File: config.mk
export PLATFORM = sky130hd
export DESIGN_NAME = circular_moving_average_unit
export DESIGN_NICKNAME = d
export VERILOG_FILES = /design/src/rtl/core/cma_pkg.sv /design/src/rtl/core/cma_divider.sv /design/src/rtl/core/circular_moving_average_unit.sv
export SDC_FILE = /design/constraint.sdc
export NUM_CORES = 1
export LEC_CHECK = 0
export CORE_ASPECT_RATIO = 1.5
export CORE_UTILIZATION = 40
export CTS_CLUSTER_DIAMETER = 40
export DETAILED_ROUTE_END_ITERATION = 7
export DONT_BUFFER_PORTS = 1
export GPL_TIMING_DRIVEN = 0
export HOLD_SLACK_MARGIN = 0.03
export PLACE_DENSITY = 0.6
export SYNTH_ARGS = -nofsm -noshare
export SYNTH_HDL_FRONTEND = slang
export SYNTH_SLANG_ARGS = --single-unit
File: constraint.sdc
create_clock -name i_clk -period 7.75 [get_ports i_clk]
set_input_delay 1.55 -clock i_clk [delete_from_list [all_inputs] [get_ports i_clk]]
set_output_delay 1.55 -clock i_clk [all_outputs]
set_load 0.005 [all_outputs]
File: src/rtl/core/cma_pkg.sv
// Shared constants and handshake types for the circular moving average block.
// Used by the divider and the top level; depends on nothing.
package cma_pkg;

    // Field widths.
    localparam int SAMPLE_W    = 16;
    localparam int WIDTH_W     = 6;
    localparam int HALF_W      = WIDTH_W - 1;
    localparam int SUM_W       = SAMPLE_W + WIDTH_W;

    // Default profile depth and reset value of the window width register.
    localparam int               MAX_LEN_DEF = 64;
    localparam logic [WIDTH_W-1:0] WIDTH_RESET = 6'd3;

    // Request from the sequencer to the shared divider.
    typedef struct packed {
        logic               start;
        logic [SUM_W-1:0]   dividend;
        logic [WIDTH_W-1:0] divisor;
    } t_div_req;

    // Status of the shared divider.
    typedef struct packed {
        logic                done;
        logic [SAMPLE_W-1:0] quotient;
    } t_div_rsp;

endpackage

File: src/rtl/core/cma_divider.sv
// Iterative restoring divider, one quotient bit per cycle.
// Depends on cma_pkg for widths and the request and status types.
module cma_divider (
    input  logic              i_clk,
    input  logic              i_rst_n,
    input  cma_pkg::t_div_req i_req,
    output cma_pkg::t_div_rsp o_rsp
);

    localparam int STEP_W = $clog2(cma_pkg::SUM_W);

    logic                        r_busy;
    logic                        r_done;
    logic [STEP_W-1:0]           r_step;
    logic [cma_pkg::SUM_W-1:0]   r_quo;
    logic [cma_pkg::WIDTH_W-1:0] r_rem;
    logic [cma_pkg::WIDTH_W-1:0] r_div;

    logic [cma_pkg::WIDTH_W:0]   w_trial;
    logic                        w_ge;
    logic [cma_pkg::WIDTH_W-1:0] w_rem_next;

    // Trial subtraction of the divisor from the shifted partial remainder.
    always_comb begin
        w_trial    = {r_rem, r_quo[cma_pkg::SUM_W-1]};
        w_ge       = (w_trial >= {1'b0, r_div});
        w_rem_next = w_ge ? cma_pkg::WIDTH_W'(w_trial - {1'b0, r_div})
                          : cma_pkg::WIDTH_W'(w_trial);
    end

    // Step sequencer and datapath registers.
    always_ff @(posedge i_clk) begin
        if (!i_rst_n) begin
            r_busy <= 1'b0;
            r_done <= 1'b0;
            r_step <= '0;
        end else if (i_req.start) begin
            r_busy <= 1'b1;
            r_done <= 1'b0;
            r_step <= '0;
            r_quo  <= i_req.dividend;
            r_rem  <= '0;
            r_div  <= i_req.divisor;
        end else if (r_busy) begin
            r_rem <= w_rem_next;
            r_quo <= {r_quo[cma_pkg::SUM_W-2:0], w_ge};
            if (r_step == STEP_W'(cma_pkg::SUM_W - 1)) begin
                r_busy <= 1'b0;
                r_done <= 1'b1;
            end else begin
                r_step <= r_step + STEP_W'(1);
            end
        end
    end

    // The quotient never exceeds the sample range, so the low bits carry it.
    assign o_rsp.done     = r_done;
    assign o_rsp.quotient = r_quo[cma_pkg::SAMPLE_W-1:0];

endmodule

File: src/rtl/core/circular_moving_average_unit.sv
// Circular boxcar moving average: a sample store, a small sequencer and one shared divider.
// Samples are stored in order while loading. After the last sample, the half width is reduced
// modulo the length; then each result takes one store read per window term, then 22
// divider steps. The next profile may start loading while the final result waits to be
// taken. Reset (synchronous, active low) clears the fill count, the output valid and sets
// window_width to 3; store contents stay.
module circular_moving_average_unit #(
    parameter int MAX_LEN = cma_pkg::MAX_LEN_DEF
) (
    input  logic                          i_clk,
    input  logic                          i_rst_n,
    // Configuration write channel: window_width.
    input  logic                          i_cfg_valid,
    output logic                          o_cfg_ready,
    input  logic [cma_pkg::WIDTH_W-1:0]   i_cfg_data,
    // Sample stream. tdata[15:0] = sample; tlast = last_in.
    input  logic                          i_s_axis_tvalid,
    output logic                          o_s_axis_tready,
    input  logic [cma_pkg::SAMPLE_W-1:0]  i_s_axis_tdata,
    input  logic                          i_s_axis_tlast,
    // Result stream. tdata[15:0] = average; tlast = last_out.
    output logic                          o_m_axis_tvalid,
    input  logic                          i_m_axis_tready,
    output logic [cma_pkg::SAMPLE_W-1:0]  o_m_axis_tdata,
    output logic                          o_m_axis_tlast
);

    localparam int AW = (MAX_LEN > 1) ? $clog2(MAX_LEN) : 1;
    localparam int CW = $clog2(MAX_LEN + 1);
    localparam int SW = CW + 1;
    localparam int MW = (CW > cma_pkg::HALF_W) ? CW : cma_pkg::HALF_W;

    typedef enum logic [2:0] {
        S_LOAD,
        S_MOD,
        S_START,
        S_ACC,
        S_DIV
    } t_state;

    t_state                         r_state;
    logic [CW-1:0]                  r_count;
    logic [CW-1:0]                  r_len;
    logic [CW-1:0]                  r_pos;
    logic [cma_pkg::WIDTH_W-1:0]    r_width;
    logic [cma_pkg::HALF_W-1:0]     r_hmod;
    logic [cma_pkg::WIDTH_W-1:0]    r_span;
    logic [cma_pkg::WIDTH_W-1:0]    r_iss;
    logic [AW-1:0]                  r_idx;
    logic                           r_dv;
    logic [cma_pkg::SUM_W-1:0]      r_sum;
    logic                           r_ovalid;
    logic [cma_pkg::SAMPLE_W-1:0]   r_odata;
    logic                           r_olast;
    logic [cma_pkg::SAMPLE_W-1:0]   r_rdata;
    logic [cma_pkg::SAMPLE_W-1:0]   r_store [MAX_LEN];

    logic                           w_full;
    logic                           w_load;
    logic                           w_rd_en;
    logic                           w_at_end;
    logic                           w_idx_wrap;
    logic                           w_emit;
    logic [SW-1:0]                  w_tmp;
    logic [SW-1:0]                  w_start_full;
    logic [AW-1:0]                  w_start;
    cma_pkg::t_div_req              w_div_req;
    cma_pkg::t_div_rsp              w_div_rsp;

    // Handshake and sequencing conditions.
    always_comb begin
        w_full     = (r_count == CW'(MAX_LEN));
        w_load     = (r_state == S_LOAD) && i_s_axis_tvalid;
        w_rd_en    = (r_state == S_ACC) && (r_iss != r_span);
        w_at_end   = ((r_pos + CW'(1)) == r_len);
        w_idx_wrap = ((CW'(r_idx) + CW'(1)) == r_len);
        w_emit     = (r_state == S_DIV) && w_div_rsp.done && (!r_ovalid || i_m_axis_tready);
    end

    // First window index: (pos + len - half mod len) mod len, one compare and subtract.
    always_comb begin
        w_tmp        = SW'(r_pos) + SW'(r_len) - SW'(r_hmod);
        w_start_full = (w_tmp >= SW'(r_len)) ? (w_tmp - SW'(r_len)) : w_tmp;
        w_start      = w_start_full[AW-1:0];
    end

    // Divider request once the window sum is complete.
    always_comb begin
        w_div_req.start    = (r_state == S_ACC) && !w_rd_en && !r_dv;
        w_div_req.dividend = r_sum;
        w_div_req.divisor  = r_span;
    end

    cma_divider u_div (
        .i_clk   (i_clk),
        .i_rst_n (i_rst_n),
        .i_req   (w_div_req),
        .o_rsp   (w_div_rsp)
    );

    // Sample store: written while loading, read one term per cycle while summing.
    always_ff @(posedge i_clk) begin
        if (w_load && !w_full) begin
            r_store[r_count[AW-1:0]] <= i_s_axis_tdata;
        end
        if (w_rd_en) begin
            r_rdata <= r_store[r_idx];
        end
    end

    // Sequencer, configuration register and output register.
    always_ff @(posedge i_clk) begin
        if (!i_rst_n) begin
            r_state  <= S_LOAD;
            r_count  <= '0;
            r_width  <= cma_pkg::WIDTH_RESET;
            r_ovalid <= 1'b0;
            r_dv     <= 1'b0;
        end else begin
            if (i_cfg_valid) begin
                r_width <= i_cfg_data;
            end
            if (r_ovalid && i_m_axis_tready && !w_emit) begin
                r_ovalid <= 1'b0;
            end
            r_dv <= w_rd_en;

            case (r_state)
                S_LOAD: begin
                    if (i_s_axis_tvalid) begin
                        if (!w_full) begin
                            r_count <= r_count + CW'(1);
                        end
                        if (i_s_axis_tlast) begin
                            r_len   <= w_full ? r_count : (r_count + CW'(1));
                            r_hmod  <= r_width[cma_pkg::WIDTH_W-1:1];
                            r_span  <= {r_width[cma_pkg::WIDTH_W-1:1], 1'b1};
                            r_pos   <= '0;
                            r_state <= S_MOD;
                        end
                    end
                end
                // Reduce the half width modulo the profile length.
                S_MOD: begin
                    if (MW'(r_hmod) >= MW'(r_len)) begin
                        r_hmod <= r_hmod - cma_pkg::HALF_W'(r_len);
                    end else begin
                        r_state <= S_START;
                    end
                end
                S_START: begin
                    r_idx   <= w_start;
                    r_iss   <= '0;
                    r_sum   <= '0;
                    r_state <= S_ACC;
                end
                // Issue reads with wraparound and add the returning data.
                S_ACC: begin
                    if (w_rd_en) begin
                        r_iss <= r_iss + cma_pkg::WIDTH_W'(1);
                        r_idx <= w_idx_wrap ? '0 : (r_idx + AW'(1));
                    end
                    if (r_dv) begin
                        r_sum <= r_sum + cma_pkg::SUM_W'(r_rdata);
                    end
                    if (!w_rd_en && !r_dv) begin
                        r_state <= S_DIV;
                    end
                end
                // Hand the mean to the output register once it is free.
                S_DIV: begin
                    if (w_emit) begin
                        r_ovalid <= 1'b1;
                        r_odata  <= w_div_rsp.quotient;
                        r_olast  <= w_at_end;
                        if (w_at_end) begin
                            r_count <= '0;
                            r_state <= S_LOAD;
                        end else begin
                            r_pos   <= r_pos + CW'(1);
                            r_state <= S_START;
                        end
                    end
                end
                default: begin
                    r_state <= S_LOAD;
                end
            endcase
        end
    end

    assign o_cfg_ready     = 1'b1;
    assign o_s_axis_tready = (r_state == S_LOAD);
    assign o_m_axis_tvalid = r_ovalid;
    assign o_m_axis_tdata  = r_odata;
    assign o_m_axis_tlast  = r_olast;

endmodule

==> results of run 1 <==
[kinds of logic after synthesis]
logic type | after synthesis | synth area share
xor+xnor | 68 | 0.01321
flops | 1172 | 0.7411
simple gates | 334 | 0.03152
mux | 349 | 0.1632
compound gates | 134 | 0.01801
buf+inv | 164 | 0.01549
fa+ha+maj | 60 | 0.01735
other cells | 1 | 0.00007951
[routing by layer]
metal,vias to the layer above,global-route usage
met5,-,0
met4,2,0.09036
met3,202,0.03136
met2,687,0.3524
met1,12089,0.2295
li1,9633,-
[power groups by stage]
stage,combinational [mW],clock [mW],sequential (mW)
3_5_place_dp,3.43,0,7.36
2_1_floorplan,2.31,0,7.33
6_report,3.42,5.55,7.22
4_1_cts,3.45,5.63,7.22
5_1_grt,3.62,5.87,7.23
3_3_place_gp,3.37,0,7.35
[worst paths after layout]
kind | slack, ps | start | cells after the start | endpoint
hold reg to reg | 460 | u_div.r_quo[8] | 0 | o_m_axis_tdata[8]
setup reg to reg | 3300 | r_count[4] | 7 | r_store[11][1]
hold / removal | 460 | u_div.r_quo[8] | 0 | o_m_axis_tdata[8]
setup / recovery | 3300 | r_count[4] | 7 | r_store[11][1]
[per-stage QoR]
step | area (µm²) | hold WS, ps | utilization | setup slack, ps
6_report | 53430 | 457.5 | 0.4591 | 3300
5_1_grt | 53430 | 479.6 | 0.4590 | 3026
4_1_cts | 53410 | 458.4 | 0.4589 | 3331
3_5_place_dp | 49670 | 443.6 | 0.4267 | 3223
3_3_place_gp | 49100 | 440.3 | 0.4219 | 2856
2_1_floorplan | 47160 | 426.2 | - | 4025
[cell type report]
type                    count  area share
diodes                      2  0.00009367
well taps                1550     0.03630
inverters                  60    0.004215
multi-input cells         946      0.2177
flip-flops and latches   1172      0.6542
clock buffers             141     0.05608
plain buffers             104    0.009461
repair buffers             30    0.007939
clock inverters            68     0.01400
[sequential cells by signal, indices dropped and copies added, names as in the netlist, 7 cells and up]
register,cells
r_pos,7
r_len,7
o_m_axis_tdata,16
r_rdata,16
u_div.r_quo,22
r_count,7
r_sum,22
r_store,1024
[cell usage after synthesis (4+ instances only)]
cell,instances
edfxtp_1,1148
mux4_2,336
nor2_1,118
nand2_1,105
clkbuf_1,60
inv_1,59
ha_1,51
xnor2_1,37
a21oi_1,34
nand3_1,34
xor2_1,29
o21ai_0,27
dfxtp_1,24
buf_4,20
a21o_1,18
nor3_1,17
mux2i_1,13
buf_1,12
and3_1,11
nand2b_1,10
fa_1,9
buf_2,8
nor2b_1,8
and2_1,7
nand4_1,7
o21a_1,7
or3_1,7
a21boi_1,6
o22ai_1,6
a31oi_1,5
o21ai_1,5
o21bai_1,5
a211oi_1,4
buf_6,4
[critical path, stage by stage (launching register included)]
cell	delay (ps)
dfxtp_1	300
clkbuf_1	290
or3_1	170
clkbuf_1	520
nor3_1	230
nor3_1	450
nand3_1	920
nor2_2	1150
==> metrics.txt, run 1 <==
run status complete, no violations; clk root buf clkbuf_16; wire length per cell 28.14 µm; Routed met1 length 41,900 µm; final setup violation count 0; worst-skew pair later-pin latency 740 ps; CP arrival 4790 ps; final cell count without fillers 4,073; initial antenna violation count 5; worst-margin pin slew 1253 ps; vias in the first global route 23,769; Slew headroom 0.1647; power share of the sequential group 0.446; Top FF cell, synth edfxtp_1; Placed Cells incl. Taps 3,862; Peak Freq 224.7 MHz; Synth area leader edfxtp_1; Final Hold Viols 0; Power Density 302.9 mW/mm²; Leak Pwr 16.86 nW; post-synthesis instance total 2,282; initial core utilization 0.4052; Worst setup EP type register; Port-buffer cells 0; most frequent cells in the layout edfxtp_1, mux4_2, clkbuf_16, nand2_1, clkbuf_1; met3 WL 5586 µm; Resize count post-CTS 0; crit path launch type register; vias per inst 5.552; post-route total power 16.18 mW; Max Cap Viol 0; worst hold path class reg2reg; die width 282.4 µm; final net count 2,516; Crit Path Class reg2reg; largest net degree at the start of global routing 65; Setup Fix Bufs, Post-CTS 0; Period minus WS final 4450 ps; Final HPWL DP 77,610 µm; flops & latches, synth 1,172; post-synthesis cell type count 54; die height 422.6 µm; Combinational Power Share 0.211; Avg Cell Area, Syn 20.67 µm²; sw frac 0.2730; internal power 11.77 mW; FF+latch area 0.03495 mm²; Sink Count 1,172; max-slew violations 0; H-tree levels 3; IO Pins 48; CTS tree built; first-pass GRT wire length 167,000 µm; DR iter-0 viols 1,892; Synth Warn # 0; share of layout cells above drive strength 1 0.2503; Core Area 0.1164 mm²; setup TNS 0 ps; CP Max Fanout 16; Routed Antenna Nets 0; DRC 0; synthesized area 0.04716 mm²; share of the synthesized area in the top cell type 0.7309; Async S/R FF share, synth 0; clock-pin slew on the worst setup and hold paths 60 ps; cell row count 153; Max VDD drop 0.1914 mV; hold buffers post-CTS 0; commonest non-fill, non-tap cell in the layout edfxtp_1; RSZ-0062 raised after global routing false; Num CTS Buffers 114; die footprint 0.1193 mm²; TritonRoute pass-1 iters 5; final wirelength 114,600 µm; number of synthesized flops with an enable pin 1,148; WL met2 61,780 µm; clk buf depth 3; Switch Pwr 4.418 mW; Total GRT Usage 0.1970; DR vias 22,613; CP required 8090 ps; Post-Syn Nets 2,370; Filler cells 9,767; clk_skew 55.06 ps; GR Overflow Total 0; Final GP Congestion 0.8458; Synth area leaders edfxtp_1, mux4_2, ha_1; Clock power frac 0.343; area taken by multi-input logic gates 0.01163 mm²; Layout area overhead 13.29%; top routing layer in use met5; final period utilization 0.5742; post-synthesis sequential area ratio 0.7411
(Power assumes the default switching activity.)
==> inputs of run 2 (changes only) <==
--- a/config.mk
+++ b/config.mk
@@ -12,7 +12,7 @@
 export DONT_BUFFER_PORTS = 1
 export GPL_TIMING_DRIVEN = 0
 export HOLD_SLACK_MARGIN = 0.03
-export PLACE_DENSITY = 0.6
+export PLACE_DENSITY = 0.62
 export SYNTH_ARGS = -nofsm -noshare
 export SYNTH_HDL_FRONTEND = slang
 export SYNTH_SLANG_ARGS = --single-unit
==> constraint.sdc (replaced) <==
create_clock -name i_clk -period 4 [get_ports i_clk]
set_input_delay 0.8 -clock i_clk [delete_from_list [all_inputs] [get_ports i_clk]]
set_output_delay 0.8 -clock i_clk [all_outputs]
set_load 0.005 [all_outputs]
==> metrics.txt, run 2 (synthesis gave the netlist of run 1 again) <==
DR vias 22,780 (+0.74%); Clock power frac 0.343 (about the same); Core Area 0.1164 mm² (unchanged); die footprint 0.1193 mm² (unchanged); cell row count 153 (unchanged); CP Max Fanout 10 (-6); CTS tree built; Crit Path Class reg2reg; IO Pins 48 (unchanged); power share of the sequential group 0.440 (-0.006); Total GRT Usage 0.1940 (-0.003034); internal power 23.04 mW (+96%); Power Density 593.7 mW/mm² (+96%); first-pass GRT wire length 164,900 µm (-1.2%); clk_skew 47.60 ps (-7.466 ps); tightest hold margin 164.3 ps (-293.2 ps); share of layout cells above drive strength 1 0.2623 (+0.01204); wire length per cell 28.06 µm (-0.28%); GR Overflow Total 0 (unchanged); vias in the first global route 23,901 (+0.56%); initial antenna violation count 4 (-1); clock-pin slew on the worst setup and hold paths 70 ps (about the same); worst-margin pin slew 1287 ps (+34.20 ps); commonest non-fill, non-tap cell in the layout edfxtp_1; most frequent cells in the layout edfxtp_1, mux4_2, clkbuf_16, nand2_1, clkbuf_1; H-tree levels 3 (unchanged); vias per inst 5.607 (+0.99%); worst-skew pair later-pin latency 740 ps (about the same); Port-buffer cells 0 (unchanged); CP arrival 4440 ps (-350 ps); TritonRoute pass-1 iters 5 (unchanged); setup TNS 0 ps (unchanged); Placed Cells incl. Taps 3,848 (-0.36%); die width 282.4 µm (unchanged); run status complete, no violations; Period minus WS final 3968 ps (-482.1 ps); initial core utilization 0.4052 (unchanged); final net count 2,504 (-0.48%); Final HPWL DP 76,620 µm (-1.3%); Max Cap Viol 0 (unchanged); Routed Antenna Nets 0 (unchanged); Layout area overhead 13.60%; Final GP Congestion 0.8907 (+5.3%); final setup violation count 0 (unchanged); Peak Freq 252.0 MHz (+12%); final wirelength 114,000 µm (-0.53%); post-route setup slack 31.76 ps (-3268 ps); Final Hold Viols 0 (unchanged); Sink Count 1,172 (unchanged); Worst setup EP type register; dpl ws -420.1 ps (-3643 ps); crit path launch type register; RSZ-0062 raised after global routing true; Slew headroom 0.1419 (-0.02280); Leak Pwr 16.86 nW (about the same); Num CTS Buffers 112 (-1.8%); final period utilization 0.9921 (+0.4178); worst hold path class in2reg; clk root buf clkbuf_16; max-slew violations 0 (unchanged); Switch Pwr 8.770 mW (+98%); CP required 4470 ps (-3620 ps); clk buf depth 3 (unchanged); DRC 0 (unchanged); final cell count without fillers 4,063 (-0.25%); die height 422.6 µm (unchanged); max reg flops 1,024 (unchanged); DR iter-0 viols 2,084 (+10%); Max VDD drop 0.3704 mV (+94%); Combinational Power Share 0.217 (+0.006); sw frac 0.2757 (+0.002716); largest net degree at the start of global routing 65 (unchanged)
[run 2: cell types whose count changed in the layout (fill, tap and decap cells not counted), sizes merged]
cell and delta:
clkbuf -19, buf -11, clkinv +8, bufinv +4, inv +4, clkinvlp +3
clkdlybuf4s15 +2, diode -1
[run 2: final cells by class]
| type | count | area, µm² |
|---|---|---|
| fillers | 9736 | 62810 |
| clock inverters | 87 | 994.7 |
| multi-input cells | 946 | 11840 |
| diodes | 1 | 2.502 |
| well taps | 1550 | 1939 |
| flip-flops and latches | 1172 | 34950 |
| plain buffers | 103 | 521.8 |
| clock buffers | 123 | 2844 |
| repair buffers | 21 | 255.2 |
| inverters | 60 | 225.2 |
[run 2: final timing paths]
kind	start	cells past startpoint	slack (ps)	end
max	r_idx[1]	6	30	r_rdata[0]
min	i_s_axis_tdata[11]	0	160	r_store[60][11]
max reg2reg	r_idx[1]	6	30	r_rdata[0]
min reg2reg	u_div.r_quo[14]	0	450	o_m_axis_tdata[14]
[run 2: routing by layer]
layer,track usage,vias up,wire [µm]
li1,-,9628,-
met3,0.03357,210,6499
met1,0.2228,12175,40820
met5,0,-,13
met4,0.08099,2,4962
met2,0.3519,765,61730
[run 2: per-stage QoR]
stage | util | instance area [µm²] | power, mW
after floorplan | - | 47160 | 18.66
after global placement | 0.4219 | 49100 | 20.75
after detailed placement | 0.4250 | 49460 | 20.86
after CTS | 0.4588 | 53400 | 31.80
after global routing | 0.4603 | 53580 | 32.81
final | 0.4603 | 53580 | 31.81
[run 2: what timing repair did]
item	in CTS	in global routing
gates resized for setup	24	35
setup buffers	2	3
setup endpoints to repair	447	508
hold buffers	0	0
pin swaps	3	11
[run 2: power by group through the flow]
stage,combinational (mW),clock (mW),sequential (mW)
6_report,6.89,10.9,14.0
5_1_grt,7.28,11.5,14.0
4_1_cts,6.72,11.1,14.0
3_5_place_dp,6.60,0,14.3
3_3_place_gp,6.50,0,14.3
2_1_floorplan,4.47,0,14.2
[run 2: critical path, stage by stage (launching register included)]
cell and delay, ps:
edfxtp_1 370, clkbuf_1 510, clkbuf_2 510, clkbuf_1 750, mux4_2 460, mux4_2 540, mux4_2 530
